`config.mk`:
```
export PLATFORM = sky130hd
export DESIGN_NAME = adll_ctrl
export DESIGN_NICKNAME = d
export VERILOG_FILES = /design/src/design/adll_pkg.sv /design/src/design/adll_ctrl.sv
export VERILOG_INCLUDE_DIRS = /design/src /design/src/design
export SDC_FILE = /design/constraint.sdc
export NUM_CORES = 1
export LEC_CHECK = 0
export BUFFER_PORTS_ARGS = -buffer_cell sky130_fd_sc_hd__buf_2
export CORE_AREA = 2 2 39 41
export CTS_CLUSTER_SIZE = 20
export DETAILED_ROUTE_END_ITERATION = 6
export DIE_AREA = 0 0 41 43
export GPL_ROUTABILITY_DRIVEN = 0
export GPL_TIMING_DRIVEN = 0
export SLEW_MARGIN = 25
export SYNTH_ARGS = -nofsm -noshare
export SYNTH_HDL_FRONTEND = slang
export SYNTH_SLANG_ARGS = --single-unit
```
`constraint.sdc`:
```
create_clock -name i_clk -period 3.36 [get_ports i_clk]
set_clock_uncertainty 0.2 [all_clocks]
set_input_delay 0 -clock i_clk [delete_from_list [all_inputs] [get_ports i_clk]]
set_output_delay 0 -clock i_clk [all_outputs]
set_load 0.01 [all_outputs]
```
`src/design/array_doubly_linked_list_macros.svh`:
```
// Assertion helpers shared by the list modules.
// Both expect the module to have i_clk and i_rst_n.
`ifndef ARRAY_DOUBLY_LINKED_LIST_MACROS_SVH
`define ARRAY_DOUBLY_LINKED_LIST_MACROS_SVH

// Consequent must hold in the same cycle as the antecedent.
`define ADLL_ASSERT_NOW(lbl, ante, cons, msg) \
    lbl: assert property (@(posedge i_clk) disable iff (!i_rst_n) (ante) |-> (cons)) \
        else $error(msg);

// Consequent must hold in the cycle after the antecedent.
`define ADLL_ASSERT_NEXT(lbl, ante, cons, msg) \
    lbl: assert property (@(posedge i_clk) disable iff (!i_rst_n) (ante) |=> (cons)) \
        else $error(msg);

`endif

```
`src/design/adll_pkg.sv`:
```
`default_nettype none

package adll_pkg;

    localparam int DEFAULT_NODES = 1024;
    localparam int CMD_W         = 3;
    localparam int VAL_W         = 32;
    localparam int ST_W          = 2;

    localparam logic [CMD_W-1:0] CMD_PUSH_FRONT = 3'd0;
    localparam logic [CMD_W-1:0] CMD_PUSH_BACK  = 3'd1;
    localparam logic [CMD_W-1:0] CMD_DELETE     = 3'd2;
    localparam logic [CMD_W-1:0] CMD_INS_BEFORE = 3'd3;
    localparam logic [CMD_W-1:0] CMD_INS_AFTER  = 3'd4;
    localparam logic [CMD_W-1:0] CMD_READ       = 3'd5;

    localparam logic [ST_W-1:0] ST_OK   = 2'd0;
    localparam logic [ST_W-1:0] ST_FULL = 2'd1;
    localparam logic [ST_W-1:0] ST_BAD  = 2'd2;

    localparam logic signed [VAL_W-1:0] SENT_VALUE = -32'sd1;

    // controller -> datapath
    typedef struct packed {
        logic latch_in;
        logic rd_en;
        logic rd_in;
        logic latch_anchor;
        logic wr_del;
        logic wr_node;
        logic wr_link;
        logic load_out;
    } t_ctl;

    // datapath -> controller
    typedef struct packed {
        logic is_ins;
        logic is_del;
        logic bad;
        logic full;
    } t_sts;

endpackage

`default_nettype wire

```
`src/design/adll_ctrl.sv`:
```
`default_nettype none

`include "array_doubly_linked_list_macros.svh"

module adll_ctrl
    import adll_pkg::*;
(
    input  wire  i_clk,
    input  wire  i_rst_n,
    input  wire  i_valid,
    output logic o_ready,
    output logic o_valid,
    input  wire  i_ready,
    input  t_sts i_sts,
    output t_ctl o_ctl
);

    localparam logic [1:0] S_IDLE  = 2'd0;
    localparam logic [1:0] S_CHK   = 2'd1;
    localparam logic [1:0] S_LINK1 = 2'd2;
    localparam logic [1:0] S_LINK2 = 2'd3;

    logic [1:0] r_state;
    logic [1:0] n_state;
    logic       r_out_valid;
    logic       out_free;
    t_ctl       ctl;
    logic       ready;

    assign out_free = !r_out_valid || i_ready;

    always_comb begin
        n_state = r_state;
        ctl     = '0;
        ready   = 1'b0;
        case (r_state)
            S_IDLE: begin
                ready = 1'b1;
                if (i_valid) begin
                    ctl.latch_in = 1'b1;
                    ctl.rd_en    = 1'b1;
                    ctl.rd_in    = 1'b1;
                    n_state      = S_CHK;
                end
            end
            S_CHK: begin
                if (i_sts.is_ins && !i_sts.bad && !i_sts.full) begin
                    // fetch the anchor's next link
                    ctl.rd_en        = 1'b1;
                    ctl.latch_anchor = 1'b1;
                    n_state          = S_LINK1;
                end else if (out_free) begin
                    ctl.wr_del   = i_sts.is_del && !i_sts.bad;
                    ctl.load_out = 1'b1;
                    n_state      = S_IDLE;
                end
            end
            S_LINK1: begin
                ctl.wr_node = 1'b1;
                n_state     = S_LINK2;
            end
            S_LINK2: begin
                if (out_free) begin
                    ctl.wr_link  = 1'b1;
                    ctl.load_out = 1'b1;
                    n_state      = S_IDLE;
                end
            end
            default: begin
                n_state = S_IDLE;
            end
        endcase
    end

    always_ff @(posedge i_clk) begin
        if (!i_rst_n) begin
            r_state     <= S_IDLE;
            r_out_valid <= 1'b0;
        end else begin
            r_state <= n_state;
            if (ctl.load_out) begin
                r_out_valid <= 1'b1;
            end else if (i_ready) begin
                r_out_valid <= 1'b0;
            end
        end
    end

    assign o_ready = ready;
    assign o_valid = r_out_valid;
    assign o_ctl   = ctl;

    `ADLL_ASSERT_NOW(a_no_overwrite, ctl.load_out, out_free, "result beat overwritten")
    `ADLL_ASSERT_NEXT(a_link_seq, r_state == S_LINK1, r_state == S_LINK2, "link steps out of order")
    `ADLL_ASSERT_NEXT(a_load_shows, ctl.load_out, r_out_valid, "loaded result not presented")

endmodule

`default_nettype wire

```
==> results.md, run 1 <==
* Post-synthesis sequential area ratio at approximately 29%
* Endpoints failing setup at 0
* PwrDens at between 300 and 400 nW/µm²
* Detailed Place HPWL at about 400 µm
* Post-Syn Area at just over 200 µm²
* Final period util at 68.2%
* Max-cap violations at 0
* H-tree depth at 1
* Share of cells above drive strength 1 at between 40 and 50%
* Cts repair resizes at 0
* Post-synth ARST share at 0%
* Placed cell area at between 300 and 400 µm²
* Leak at about 0.21 nW
* Hold Fails Final Rpt at 0
* Worst hold slack at about 0.11 ns
* CTS sink count at 3
* WS Path Type: reg2reg
* Vias in the first global route at 233
* Clk_lat worst skew at 0.23 ns
* Hold Path Class: in2out
* Synthesized Nets at 33
* Final min period at between 2 and 2.5 ns
* Crit path from: r_state[1]
* Detailed-route via count at 263
* HP Start: i_sts[2]
* Most common cell after layout, fill and taps aside: buf_2
* Sum Neg Setup Slack at 0 ns
* Total track usage at 7.33%
* WP data required at around 3.3 ns
* Syn Inst Count at 25
* Crit end category: flop
* Final worst setup slack at between 1 and 1.5 ns
* Root Driver: clkbuf_4
* Die area at approximately 1800 µm²
* Finished layout cell area at just under 400 µm²
* Flops & latches, synth at 3
* Slew Limit Headroom at roughly 81%
* DIE HEIGHT at between 40 and 50 µm
* Clock Tree Buf Depth at 2
* Crit path DAT at roughly 2.2 ns
* R2R cell count at 4
* Initial antenna violation count at 0
* Commonest non-fill, non-tap cells in the layout: buf_2, dlygate4sd3_1, nor2_1, clkbuf_4, dfxtp_1
* First-pass GRT wire length at ~840 µm
* Drc violations at 0
* Ys flop type: dfxtp_1
* Critical R2R Launch: r_state[1]
* Largest net degree at the start of global routing at 10
* Postcts setup bufs at 0
* Grt ovf at 0
* Outcome: finished, final reports clean
* Worst Path Max Fanout at 7
* Die Span X at 41 µm
* Startpoint Class: flop
* Syn avg cell area at roughly 8 µm²
* Post-synth EDFFs at 0
* Routed WL at a little under 600 µm
* Nets at 61
* Setup WS pre-CTS at 2.01 ns
* Reg clk slew, reported paths at 0.04 ns
* IO Pins at 18
* Area Growth Syn to Fin at 93.3%
* Iteration-0 DRC Markers at 0
* Achievable Freq at between 400 and 500 MHz
* Hold path depth at 4
* Drt first pass iters at 1
* CTS Buf Count at 3
* Yosys Warn Count at 0
* Least-Margin Pin Slew at approximately 0.28 ns
* Final Core Density at around 29%
* Max-slew violations at 0
* Initial core utilization at between 10% and 20%
* Row count at 14
* # diodes at 0
* WL/cell at between 8 and 9 µm
* RSZ-0062 raised after global routing: false
* Synth unique cells at 18
* CTS tree: done
* Port Buffers at 17
* Vias per cell at approximately 3.9
* Core box area at about 1400 µm²
* # fillers at approximately 150
* Antenna viol nets, final at 0
* Peak supply drop at ~110 µV
[per-stage QoR]
stage	total power [W]	instances
2_1_floorplan	0.0000573	25
3_3_place_gp	0.0000711	58
3_5_place_dp	0.0000714	58
4_1_cts	0.000144	68
5_1_grt	0.000148	68
6_report	0.000139	68
[per-layer routing]
layer | vias up | GRT usage, % | routed length [µm]
met2 | 9 | 10.3 | 292
li1 | 140 | - | -
met3 | 0 | 1.57 | 49
met1 | 114 | 8.04 | 236
met5 | - | 0 | 0
met4 | 0 | 8.00 | 0
[where the power goes]
part / switching [W] / total, W / internal, W
combinational: 0.0000151 / 0.0000355 / 0.0000204
clock: 0.0000177 / 0.0000622 / 0.0000444
sequential: 0.00000311 / 0.0000413 / 0.0000382
total: 0.0000359 / 0.000139 / 0.000103
[layout make-up]
class	count	area (µm²)	area share, %
multi-input combinational	20	134	33.8
timing repair buffer	23	145	36.6
buffer	1	7.51	1.89
clock buffer	4	26.3	6.62
sequential	3	60.1	15.1
tap	16	20.0	5.05
inverter	1	3.75	0.946
[cell families after synthesis]
kind of cell	after synthesis	synth area share (%)
compound gates	5	17.7
buf+inv	2	5.49
flops	3	29.3
simple gates	15	47.6
[repair_timing]
action | CTS | global route
hold buffers | 6 | 0
endpoints found under the setup margin | 0 | 0
endpoints found under the hold margin | 3 | 0
[sequential cells by signal, summed over array words and instances, names as in the netlist]
signal / count
r_state: 2
o_valid: 1
[synthesized netlist by cell type (2+ instances only)]
master / number / area [µm²]
nand2b_1: 2 / 12.5
nand2_1: 2 / 7.51
nor2_1: 4 / 15.0
dfxtp_1: 3 / 60.1
[critical path, stage by stage (launching register included)]
cell and delay (ns):
dfxtp_1 0.37, nor4b_4 0.37, dlygate4sd3_1 0.61, o22ai_1 0.07
dlygate4sd3_1 0.55
[worst paths after layout]
kind | to | slack [ns]
worst min register to register | r_state[1] | 0.51
worst min-delay path | o_ctl[3] | 0.11
worst max register to register | o_valid | 1.07
worst max-delay path | o_valid | 1.07
(Power assumes the default switching activity.)
==> run 2, diff against run 1 <==
==> constraint.sdc (replaced) <==
create_clock -name i_clk -period 1.9 [get_ports i_clk]
set_clock_uncertainty 0.2 [all_clocks]
set_input_delay 0 -clock i_clk [delete_from_list [all_inputs] [get_ports i_clk]]
set_output_delay 0 -clock i_clk [all_outputs]
set_load 0.01 [all_outputs]
==> run 2 against run 1 <==
Global-route usage is 0.10 points higher. Clock-buffer cell count stayed put. Register-to-register slack worse by 0.98 ns. Combinational power is 74% higher. Non-clock buffer count stayed put. Critical endpoint is now r_state[0].
==> results.md, run 2 (synthesized netlist as in run 1, its figures left out) <==
* R2R Setup Slk at 0.09 ns
* Reg clk slew, reported paths at about 0.040 ns
* IO Pins at 18
* Vias per cell at slightly below 4
* Largest net degree at the start of global routing at 10
* Initial antenna violation count at 0
* Critical Path Max Stage Delay at 0.55 ns
* Drc violations at 0
* H-tree depth at 1
* Crit path DAT at between 1.5 and 2 ns
* Nets at a little over 60
* Pwr Total at 0.000245 W
* Hold Path Class: in2reg
* Die Span X at 41 µm
* Grt ovf at 0
* Startpoint Class: input pin
* Share of cells above drive strength 1 at about 46%
* Core box area at approximately 1400 µm²
* Endpoints failing setup at 0
* Max reg flops at 2
* Area Growth Syn to Fin at 93.9%
* Detailed-route via count at ~260
* Peak supply drop at slightly above 200 µV
* CTS Buf Count at 3
* Clock Tree Buf Depth at 2
* GR peak layer: met2
* First-pass GRT wire length at between 800 and 900 µm
* Clk_lat worst skew at around 0.23 ns
* Max-slew violations at 0
* Die area at between 1500 and 2000 µm²
* Most common cell after layout, fill and taps aside: buf_2
* Final period util at 96.3%
* Iteration-0 DRC Markers at 0
* Routed WL at roughly 570 µm
* Max-cap violations at 0
* RSZ-0062 raised after global routing: false
* Achievable Freq at 547 MHz
* # diodes at 0
* Met1 usage in global routing at under 10%
* Combinational power share at between 20 and 30%
* Port Buffers at 17
* PwrDens at 615 nW/µm²
* CTS sink count at 3
* Slowest CP cell: dlygate4sd3_1
* Largest reg by FF count: r_state
* Least-Margin Pin Slew at roughly 0.28 ns
* Slew Limit Headroom at between 80 and 90%
* Int Pwr at approximately 0.00018 W
* Final min period at roughly 1.8 ns
* Crit-path leading delay family: buffers and inverters
* WP buf/inv at 3
* Placed cell area at between 300 and 400 µm²
* Leak at 0.209 nW
* WP data required at approximately 1.8 ns
* CP Cell Sequence: dlygate4sd3_1, buf_2, nor4b_4, o21ai_0, o311a_1, dlygate4sd3_1
* Final worst setup slack at around 0.071 ns
* Initial core utilization at between 10 and 15%
* Met2 usage at between 10% and 20%
* Finished layout cell area at ~400 µm²
* Setup WS pre-CTS at around 0.55 ns
* Outcome: finished, final reports clean
* Root Driver: clkbuf_4
* CTS tree: done
* Switching portion of total power at around a quarter
* Postcts setup bufs at 0
* NetSw at between 0.00006 and 0.00007 W
* WL/cell at around 8.4 µm
* Hold Fails Final Rpt at 0
* Detailed Place HPWL at between 300 and 400 µm
* Total track usage at 7.43%
* Seq pwr share at ~30%
* Vias in the first global route at 235
* Drt first pass iters at 1
* GR Util met3 at about 1.6%
* Crit end category: flop
* Critical path's most frequent cell: dlygate4sd3_1
* Row count at 14
* WS Path Type: in2reg
* DIE HEIGHT at between 40 and 50 µm
* Clock share of power at around 45%
* Sum Neg Setup Slack at 0 ns
* Commonest non-fill, non-tap cells in the layout: buf_2, dlygate4sd3_1, nor2_1, clkbuf_4
* Worst Path Max Fanout at 4
* Antenna viol nets, final at 0
==> run 2: cell count changes in the layout (fill, tap and decap cells not counted) <==
cell | previous run | this run
dfxtp_1 | 3 | 2
dfxtp_2 | 0 | 1
==> run 2: layout make-up <==
cell class	count	area, µm²
plain buffers	1	7.51
clock buffers	4	26.3
fillers	154	986
inverters	1	3.75
multi-input cells	20	134
flip-flops and latches	3	61.3
well taps	16	20.0
repair buffers	23	145
==> run 2: per-layer routing <==
| metal | share of wire (%) | vias to the layer above |
|---|---|---|
| li1 | - | 140 |
| met1 | 41 | 113 |
| met2 | 51 | 9 |
| met3 | 8.6 | 0 |
| met4 | 0 | 0 |
| met5 | 0 | - |
==> run 2: final timing paths <==
check                   from          to  depth (start not counted)
hold / removal      i_sts[1]  r_state[1]                          4
setup reg to reg  r_state[1]  r_state[0]                          4
setup / recovery    i_sts[0]  r_state[0]                          6
hold reg to reg   r_state[0]     o_valid                          2
==> run 2: power by group through the flow <==
stage | registers, W | logic [W] | clock network, W
floorplan | 0.0000736 | 0.0000277 | 0
global placement | 0.0000739 | 0.0000517 | 0
detailed placement | 0.0000741 | 0.0000522 | 0
CTS | 0.0000730 | 0.0000623 | 0.000118
global route | 0.0000736 | 0.0000683 | 0.000120
finish | 0.0000731 | 0.0000618 | 0.000110
==> run 2: through the flow <==
stage / cells / util (%) / hold WS (ns)
global placement: 58 / 22.4 / 0.0517
detailed placement: 58 / 22.4 / 0.0635
floorplan: 25 / - / -0.0980
CTS: 68 / 28.7 / 0.110
global route: 68 / 28.8 / 0.128
finish: 68 / 28.8 / 0.108
==> run 2: worst min-delay path, delay by kind of cell <==
family | cells | cell delay (ns)
AND/OR/NAND/NOR | 2 | 0.21
buffers and inverters | 1 | 0.11
AO/OA/AOI/OAI | 1 | 0.17
==> run 2: timing repair <==
| item | in CTS | in global routing |
|---|---|---|
| gates resized for setup | 0 | 1 |
| endpoints found under the hold margin | 3 | 0 |
| hold buffers | 6 | 0 |
| endpoints found under the setup margin | 0 | 1 |
==> run 3, diff against run 2 <==
==> constraint.sdc (replaced) <==
create_clock -name i_clk -period 1.73 [get_ports i_clk]
set_clock_uncertainty 0.2 [all_clocks]
set_input_delay 0 -clock i_clk [delete_from_list [all_inputs] [get_ports i_clk]]
set_output_delay 0 -clock i_clk [all_outputs]
set_load 0.01 [all_outputs]
==> run 3 against run 2 <==
Clock power increased by 10%. First-iteration DRC count unchanged. Hold slack improved by 0.0015 ns. Sequential cell count unchanged. Global-route usage decreased by 0.10 points.
==> results.md, run 3 (synthesized netlist as in run 1, its figures left out) <==
* Outcome: finished, final reports clean
* Max-cap violations at 0
* Max-slew violations at 0
* Area Growth Syn to Fin at 93.3%
* Combinational power share at about a quarter
* Hold Fails Final Rpt at 0
* Worst Path Max Fanout at 4
* Hold Path Class: in2out
* CTS Buf Count at 3
* Row count at 14
* DIE HEIGHT at 43 µm
* WP data required at 1.53 ns
* Crit path DAT at 1.40 ns
* Routed WL at 575 µm
* Commonest non-fill, non-tap cells in the layout: buf_2, dlygate4sd3_1, nor2_1, clkbuf_4, dfxtp_1
* First-pass GRT wire length at approximately 840 µm
* R2R Setup Slk at about 0.4 ns
* Critical Path Max Stage Delay at 0.53 ns
* Seq pwr share at a little under a third
* Port Buffers at 17
* IO Pins at 18
* CP Cell Sequence: dlygate4sd3_1, buf_2, nor4b_4, and2_4, or2_1, buf_2
* Largest net degree at the start of global routing at 10
* Switching portion of total power at between 20% and 30%
* RSZ-0062 raised after global routing: false
* Iteration-0 DRC Markers at 0
* CTS tree: done
* PwrDens at a little under 700 nW/µm²
* Achievable Freq at about 620 MHz
* Critical path's most frequent cell: buf_2
* Die area at ~1800 µm²
* Vias in the first global route at between 200 and 300
* Die Span X at 41 µm
* Sum Neg Setup Slack at 0 ns
* Least-Margin Pin Slew at slightly below 0.3 ns
* Crit-path leading delay family: buffers and inverters
* Vias per cell at ~3.8
* WP buf/inv at 3
* H-tree depth at 1
* Grt ovf at 0
* Peak supply drop at approximately 220 µV
* Worst hold slack at between 0.1 and 0.15 ns
* Share of cells above drive strength 1 at between 40% and 50%
* Core box area at between 1000 and 1500 µm²
* Leak at between 0.2 and 0.25 nW
* Drt first pass iters at 1
* # diodes at 0
* Antenna viol nets, final at 0
* Detailed Place HPWL at around 400 µm
* Placed Cells incl. Taps at 58
* Clock share of power at between 40% and 50%
* Slew Limit Headroom at 80.7%
* Initial antenna violation count at 0
* Int Pwr at between 0.00015 and 0.0002 W
* Total track usage at between 7 and 8%
* Drc violations at 0
* Endpoints failing setup at 0
* CTS sink count at 3
* Cts repair resizes at 0
* NetSw at between 0.00006 and 0.00007 W
* Root Driver: clkbuf_4
* Max reg flops at 2
* Most common cell after layout, fill and taps aside: buf_2
* # fillers at ~150
* WS Path Type: in2out
* Final Non-Filler Cells at 68
* Detailed-route via count at about 260
* Startpoint Class: input pin
* Post-CTS Hold Buffers at 6
* Final min period at approximately 1.6 ns
* Crit end category: output pin
* WL/cell at between 8 and 9 µm
* Slowest CP cell: dlygate4sd3_1
* Clock Tree Buf Depth at 2
* Nets at about 60
* Initial core utilization at about 15%
* Postcts setup bufs at 0
* Clk_lat worst skew at between 0.2 and 0.25 ns
* Largest reg by FF count: r_state
* Pwr Total at between 0.0002 and 0.0003 W
* Final period util at between 90% and 100%
-- run 3: cell counts in the layout (fill, tap and decap cells not counted) --
No cell type changed its count.
-- run 3: power groups by stage --
stage / clock network [W] / logic (W) / registers, W
final: 0.000121 / 0.0000669 / 0.0000803
after global routing: 0.000132 / 0.0000741 / 0.0000808
after CTS: 0.000129 / 0.0000676 / 0.0000802
after detailed placement: 0 / 0.0000573 / 0.0000813
after global placement: 0 / 0.0000568 / 0.0000812
after floorplan: 0 / 0.0000304 / 0.0000809
-- run 3: routing by layer --
metal	global-route usage [%]	wire length [µm]	share of wire [%]
met5	0	0	0
met4	8.00	0	0
met3	1.57	43	7.5
met2	11.3	304	53
met1	7.07	227	39
-- run 3: area by class of cell --
| cell class | instances | area, µm² | share of cell area, % |
|---|---|---|---|
| inverter | 1 | 3.75 | 0.946 |
| multi-input combinational | 20 | 134 | 33.8 |
| clock buffer | 4 | 26.3 | 6.62 |
| timing repair buffer | 23 | 145 | 36.6 |
| tap | 16 | 20.0 | 5.05 |
| sequential | 3 | 60.1 | 15.1 |
| buffer | 1 | 7.51 | 1.89 |
-- run 3: path summary, 6_finish.rpt --
| kind | from | end | cells past startpoint |
|---|---|---|---|
| worst max-delay path | i_sts[1] | o_ctl[6] | 6 |
| worst min-delay path | i_sts[2] | o_ctl[3] | 4 |
| worst max register to register | r_state[1] | r_state[1] | 3 |
| worst min register to register | r_state[0] | o_valid | 2 |
-- run 3: metrics by stage --
step / cell area, µm² / setup WS, ns / utilization, %
final: 397 / 0.126 / 28.7
after global routing: 397 / 0.0292 / 28.7
after CTS: 397 / 0.118 / 28.7
after detailed placement: 310 / 0.385 / 22.4
after global placement: 310 / 0.386 / 22.4
after floorplan: 205 / 0.489 / -
-- run 3: worst register-to-register path: cells and delay by family (launching register included) --
family	cells	cell delay, ns
AND/OR/NAND/NOR	2	0.57
flip-flops	1	0.37
AO/OA/AOI/OAI	1	0.11
